--- config.mk ---
export PLATFORM = sky130hd
export DESIGN_NAME = krls_csr
export DESIGN_NICKNAME = d
export VERILOG_FILES = /design/src/hw/rtl/krls_pkg.sv /design/src/hw/rtl/krls_csr.sv
export SDC_FILE = /design/constraint.sdc
export NUM_CORES = 1
export LEC_CHECK = 0
export ABC_CLOCK_PERIOD_IN_PS = 2600
export CORE_UTILIZATION = 65
export DETAILED_ROUTE_END_ITERATION = 10
export DONT_BUFFER_PORTS = 1
export PLACE_DENSITY = 0.81
export SLEW_MARGIN = 20
export SYNTH_ARGS = -nofsm -noshare
export SYNTH_HDL_FRONTEND = slang
export SYNTH_SLANG_ARGS = --single-unit
--- constraint.sdc ---
create_clock -name clock -period 2.6 [get_ports clock]
set_clock_uncertainty 0.1 [all_clocks]
set_input_delay 0.39 -clock clock [delete_from_list [all_inputs] [get_ports clock]]
set_output_delay 0.39 -clock clock [all_outputs]
set_load 0.01 [all_outputs]
--- src/hw/rtl/krls_pkg.sv ---
// Shared types and constants for the keyed record log store.
// Holds the request, response and configuration structs and the code values.
// No dependencies.
package krls_pkg;

   localparam int FP_W      = 13;   // byte position / fill point width
   localparam int HELD_W    = 11;   // records_held field width
   localparam int CSR_AW    = 5;    // byte address width of the register port
   localparam int CSR_DW    = 32;

   localparam logic FUNC_ALLOC = 1'b0;
   localparam logic FUNC_FIND  = 1'b1;

   localparam logic [1:0] STATUS_OK      = 2'd0;
   localparam logic [1:0] STATUS_REFUSED = 2'd1;
   localparam logic [1:0] STATUS_MISS    = 2'd2;

   localparam logic [1:0] POL_REFUSE        = 2'd0;
   localparam logic [1:0] POL_CLEAR_ON_FULL = 2'd1;
   localparam logic [1:0] POL_CLEAR_ALWAYS  = 2'd2;

   localparam logic [2:0] REG_KEY_BYTES    = 3'd0;
   localparam logic [2:0] REG_LENGTH_BYTES = 3'd1;
   localparam logic [2:0] REG_AREA_BYTES   = 3'd2;
   localparam logic [2:0] REG_POLICY       = 3'd3;
   localparam logic [2:0] REG_RECORDING    = 3'd4;
   localparam logic [2:0] REG_LOOKUP       = 3'd5;

   localparam logic [31:0] LEN1_MAX = 32'h0000_00FF;
   localparam logic [31:0] LEN2_MAX = 32'h0000_FFFF;
   localparam logic [31:0] LEN3_MAX = 32'h00FF_FFFF;

   typedef struct packed {
      logic        func;
      logic [12:0] request_bytes;
      logic [63:0] search_key;
   } req_type;

   typedef struct packed {
      logic [1:0]  status;
      logic [11:0] record_offset;
      logic [10:0] records_held;
   } rsp_type;

   typedef struct packed {
      logic [3:0]  key_bytes;
      logic [2:0]  length_field_bytes;
      logic [12:0] area_bytes;
      logic [1:0]  overflow_policy;
      logic        recording;
      logic        lookup_enabled;
   } cfg_type;

endpackage

--- src/hw/rtl/krls_csr.sv ---
// Configuration register file behind an APB-style port.
// Depends on krls_pkg for the configuration struct and register indexes.
module krls_csr
   import krls_pkg::*;
(
   input  logic              clock,
   input  logic              reset,
   input  logic              csr_psel,
   input  logic              csr_penable,
   input  logic              csr_pwrite,
   input  logic [CSR_AW-1:0] csr_paddr,
   input  logic [CSR_DW-1:0] csr_pwdata,
   output logic [CSR_DW-1:0] csr_prdata,
   output logic              csr_pready,
   output cfg_type           cfg
);

   cfg_type    cfg_ff;
   cfg_type    cfg_in;
   logic [2:0] index;
   logic       write;

   assign index = csr_paddr[CSR_AW-1:2];
   assign write = csr_psel && csr_penable && csr_pwrite;

   always_comb begin
      cfg_in = cfg_ff;
      if (write) begin
         case (index)
            REG_KEY_BYTES:    cfg_in.key_bytes          = csr_pwdata[3:0];
            REG_LENGTH_BYTES: cfg_in.length_field_bytes = csr_pwdata[2:0];
            REG_AREA_BYTES:   cfg_in.area_bytes         = csr_pwdata[12:0];
            REG_POLICY:       cfg_in.overflow_policy    = csr_pwdata[1:0];
            REG_RECORDING:    cfg_in.recording          = csr_pwdata[0];
            REG_LOOKUP:       cfg_in.lookup_enabled     = csr_pwdata[0];
            default:          cfg_in = cfg_ff;
         endcase
      end
   end

   always_ff @(posedge clock) begin
      if (reset) begin
         cfg_ff.key_bytes          <= 4'd4;
         cfg_ff.length_field_bytes <= 3'd4;
         cfg_ff.area_bytes         <= 13'd4096;
         cfg_ff.overflow_policy    <= POL_REFUSE;
         cfg_ff.recording          <= 1'b1;
         cfg_ff.lookup_enabled     <= 1'b1;
      end else begin
         cfg_ff <= cfg_in;
      end
   end

   always_comb begin
      case (index)
         REG_KEY_BYTES:    csr_prdata = CSR_DW'(cfg_ff.key_bytes);
         REG_LENGTH_BYTES: csr_prdata = CSR_DW'(cfg_ff.length_field_bytes);
         REG_AREA_BYTES:   csr_prdata = CSR_DW'(cfg_ff.area_bytes);
         REG_POLICY:       csr_prdata = CSR_DW'(cfg_ff.overflow_policy);
         REG_RECORDING:    csr_prdata = CSR_DW'(cfg_ff.recording);
         REG_LOOKUP:       csr_prdata = CSR_DW'(cfg_ff.lookup_enabled);
         default:          csr_prdata = '0;
      endcase
   end

   assign csr_pready = 1'b1;
   assign cfg        = cfg_ff;

endmodule
* Word-level counts from Yosys, hierarchy flattened
Index checks and enable logic that the tools add are counted.
** Operators by class
- Add/subtract/negate cells :: 0
- Multipliers :: 0
- Div/mod/pow operators :: 0
- Magnitude comparators :: 0
- Equality and inequality tests :: 5
- Shifts and indexed selects :: 0
- Multiplexer cells :: 1
- Bitwise gates (word level) :: 0
- Reduce and logical (&&, ||, !) cells :: 9
** Operators by type and width (count)
- $pmux W13 S6 :: 1
- $reduce_and A2 Y1 :: 6
- $eq A3 B2 Y1 const B :: 2
- $eq A3 B3 Y1 const B :: 2
- $eq A3 B1 Y1 const B :: 1
- $logic_not A3 Y1 :: 1
- $logic_and A1 B1 Y1 :: 2
** Word-level totals
- Register bits :: 24
- Latch bits :: 0
- Memory bits (writable) :: 0
- ROM bits :: 0
- Output and inout port bits :: 57
- Logic and storage cells :: 21
- Memories kept :: 0

* Longest topological paths before layout
- Depth in word-level cells :: 3
- Depth in mapped cells :: 4

* Worst setup path after synthesis
Ideal clock, no wire load.
- Kind :: in2out
- Start point :: in csr_paddr[3]
- End point :: out csr_prdata[1]
- Arrival :: 1232 ps
- Required time :: 2110 ps
- Setup slack :: 878 ps
- Cell stages on the path :: 3
- Path buffers :: 1
- Path through :: buf_4 -> mux4_2 -> and2b_2
** Between the ends
- Longest elaborated chain between the ends :: 2
- Elaborated cells on any way between the ends :: 7
** RTL lines
- start, declared :: RTL line krls_csr.sv:11 : input logic [CSR_AW-1:0] csr_paddr,
- $eq A3 B3 Y1 (tied with other cells) :: RTL line krls_csr.sv:55 : case (index)
- $pmux W13 S6 * :: RTL line krls_csr.sv:55
- end, declared :: RTL line krls_csr.sv:13 : output logic [CSR_DW-1:0] csr_prdata,
Every way passes the cells marked *; elsewhere a longest branch is shown, timed or not.

* Worst setup path after layout
- Start point :: reg cfg_ff, in the netlist cfg[2]
- End point :: out csr_prdata[0]
** Between the ends
- Longest elaborated chain between the ends :: 1
** RTL lines
- start, declared :: RTL line krls_csr.sv:18 : cfg_type cfg_ff;
- start signal, assigned :: RTL line krls_csr.sv:50 : cfg_ff <= cfg_in;
- $pmux W13 S6 :: RTL line krls_csr.sv:55
No other way between the ends.

==> flow_metrics.env <==
export IMPL_outcome="finished, final reports clean"
export IMPL_cts_num_sinks=24
export IMPL_cts_resized=0
export IMPL_grt_pass1_wl_um=3880
export IMPL_seq_power_share_pct=65.2
export IMPL_ir_drop_mv=0.372
export IMPL_place_inst=168
export IMPL_tritoncts="yes"
export IMPL_syn_area_um2=1430
export IMPL_tns_ns=0
export IMPL_power_frac_clock_pct=26.0
export IMPL_vias=914
export IMPL_rows=16
export IMPL_routed_wl_um=2420
export IMPL_end_kind="output port"
export IMPL_hold_viol=0
export IMPL_layout_drive_gt1_share_pct=9.03
export IMPL_min_period_ns=1.93
export IMPL_setup_viol=0
export IMPL_core_area_um2=2020
export IMPL_ys_top_cells_by_area="dfxtp_1, mux2i_1, nand2b_1"
export IMPL_cp_arrival_ns=1.44
export IMPL_drtAntennaViolNets=0
export IMPL_required_ns=2.11
export IMPL_fin_crit_sh_pct=74.4
export IMPL_path_cells="mux4_2, mux2_2"
export IMPL_drc_errors=0
export IMPL_drv_cap=0
export IMPL_die_height_um=48.9
export IMPL_synth_ff_type="dfxtp_1"
export IMPL_largest_reg_flops=24
export IMPL_post_cts_setup_buffer_count=0
export IMPL_synth_cell_types=26
export IMPL_area_growth_syn_to_layout_pct=-4.54
export IMPL_async_flop_share_pct=0
export IMPL_final_cells=171
export IMPL_grt_pass1_vias=824
export IMPL_hold_class="in -> reg"
export IMPL_dp_worst_setup_slack_ns=0.943
export IMPL_io_buffer_count=0
export IMPL_p_per_area_nw_per_um2=419
export IMPL_numCtsBuffers=3
export IMPL_antenna_found_initial=0
export IMPL_path_clk_slew_ns=0.11
export IMPL_pin_count=99
export IMPL_initial_core_util_pct=70.9
export IMPL_die_area_um2=2400
export IMPL_die_x_um=48.9
export IMPL_wl_per_cell_um=14.1
export IMPL_ys_ff_latch=24
export IMPL_final_cell_mix="nand2b_1, mux2i_1, dfxtp_1"
export IMPL_ys_warn_count=0
export IMPL_final_common_cell="nand2b_1"
export IMPL_synth_area_per_cell_um2=9.61
export IMPL_rsz0062_at_grt="false"
export IMPL_gp_congestion=0.761
export IMPL_clk_latency_ns=0.29
export IMPL_yosysTopAreaCellShare_pct=33.5
export IMPL_criticalPathCategory="reg -> out"
export IMPL_p_leak_nw=0.574
export IMPL_slowest_delay_ns=0.47
export IMPL_grtUsageTotal_pct=21.1
export IMPL_synth_seq_area_share_pct=33.5
export IMPL_fmax_mhz=517
export IMPL_cp_max_fo=3
export IMPL_firstDrtPassIters=4
export IMPL_vias_per_cell=5.35
export IMPL_synth_area_leader_cell="dfxtp_1"
export IMPL_drt_iter0_markers=15
export IMPL_slew_viol_final=0
export IMPL_startpoint_type="register"
export IMPL_critical_path_slowest_cell="mux4_2"
export IMPL_antenna_cells=0
export IMPL_cts_hold_buffers=0
export IMPL_nNetsFinal=188
export IMPL_intPower_mw=0.448
export IMPL_synth_edf_count=0
export IMPL_grt_max_degree=40
export IMPL_p_switching_mw=0.126
export IMPL_clock_root_buffer="clkbuf_4"
export IMPL_grt_overflow=0
export IMPL_synthCells=149
export IMPL_dpl_hpwl_um=1840
export IMPL_p_sw_share_pct=21.9
export IMPL_pwr_share_comb_pct=8.8
export IMPL_clockBufferDepth=2
export IMPL_cts_htree_levels=1
export IMPL_fin_ws_ns=0.666
[critical path, delay by kind of cell, from the launching register on]
family | cells | cell delay (ns)
DFF | 1 | 0.37
muxes | 2 | 0.78
[per-layer routing]
| layer | global-route usage [%] | up-vias | wire [um] |
|---|---|---|---|
| li1 | - | 438 | - |
| met1 | 27.7 | 427 | 1090 |
| met4 | 5.88 | 0 | 13 |
| met2 | 34.5 | 47 | 1160 |
| met3 | 4.98 | 2 | 160 |
| met5 | 0 | - | 0 |
[power by group through the flow]
| stage | combinational, mW | sequential, mW | clock [mW] |
|---|---|---|---|
| 2_1_floorplan | 0.0783 | 0.382 | 0 |
| 3_3_place_gp | 0.0490 | 0.382 | 0 |
| 3_5_place_dp | 0.0505 | 0.382 | 0 |
| 4_1_cts | 0.0506 | 0.374 | 0.157 |
| 5_1_grt | 0.0548 | 0.375 | 0.175 |
| 6_report | 0.0505 | 0.374 | 0.149 |
[through the flow]
stage	utilization (%)	hold WS (ns)	power (mW)	cell area, um2
2_1_floorplan	-	0.400	0.460	1500
3_5_place_dp	66.5	0.424	0.433	1350
5_1_grt	67.6	0.113	0.605	1370
3_3_place_gp	66.5	0.413	0.431	1350
6_report	67.6	0.136	0.573	1370
4_1_cts	67.6	0.126	0.582	1370
[synthesized netlist by cell type (2+ instances only)]
| cell | instances |
|---|---|
| mux2i_1 | 27 |
| clkbuf_1 | 4 |
| conb_1 | 2 |
| dfxtp_1 | 24 |
| and2_1 | 9 |
| nor3_1 | 2 |
| buf_4 | 21 |
| nor2_1 | 9 |
| nand2b_1 | 31 |
| nor3b_1 | 2 |
| nand2_1 | 2 |
| mux4_2 | 2 |
[cells by family after synthesis]
group,count (synthesis),synth area share (%)
simple gates,64,28.6
mux,30,22.8
buf+inv,28,14.2
flops,24,33.5
other cells,2,0.524
compound gates,1,0.349
[layout make-up]
cell class	instances	area (um2)
multi-input cells	115	816
fillers	175	654
flip-flops and latches	24	480
well taps	27	33.8
clock buffers	3	22.5
repair buffers	2	15.0
[final timing paths]
check | startpoint | end | slack (ns) | cells past startpoint
worst min register to register | cfg[9] | cfg[9] | 0.44 | 2
worst max-delay path | cfg[2] | csr_prdata[0] | 0.67 | 2
worst max register to register | cfg[3] | cfg[3] | 1.79 | 2
worst min-delay path | csr_pwdata[2] | cfg[6] | 0.14 | 2
Power figures use the tool's default switching activity.
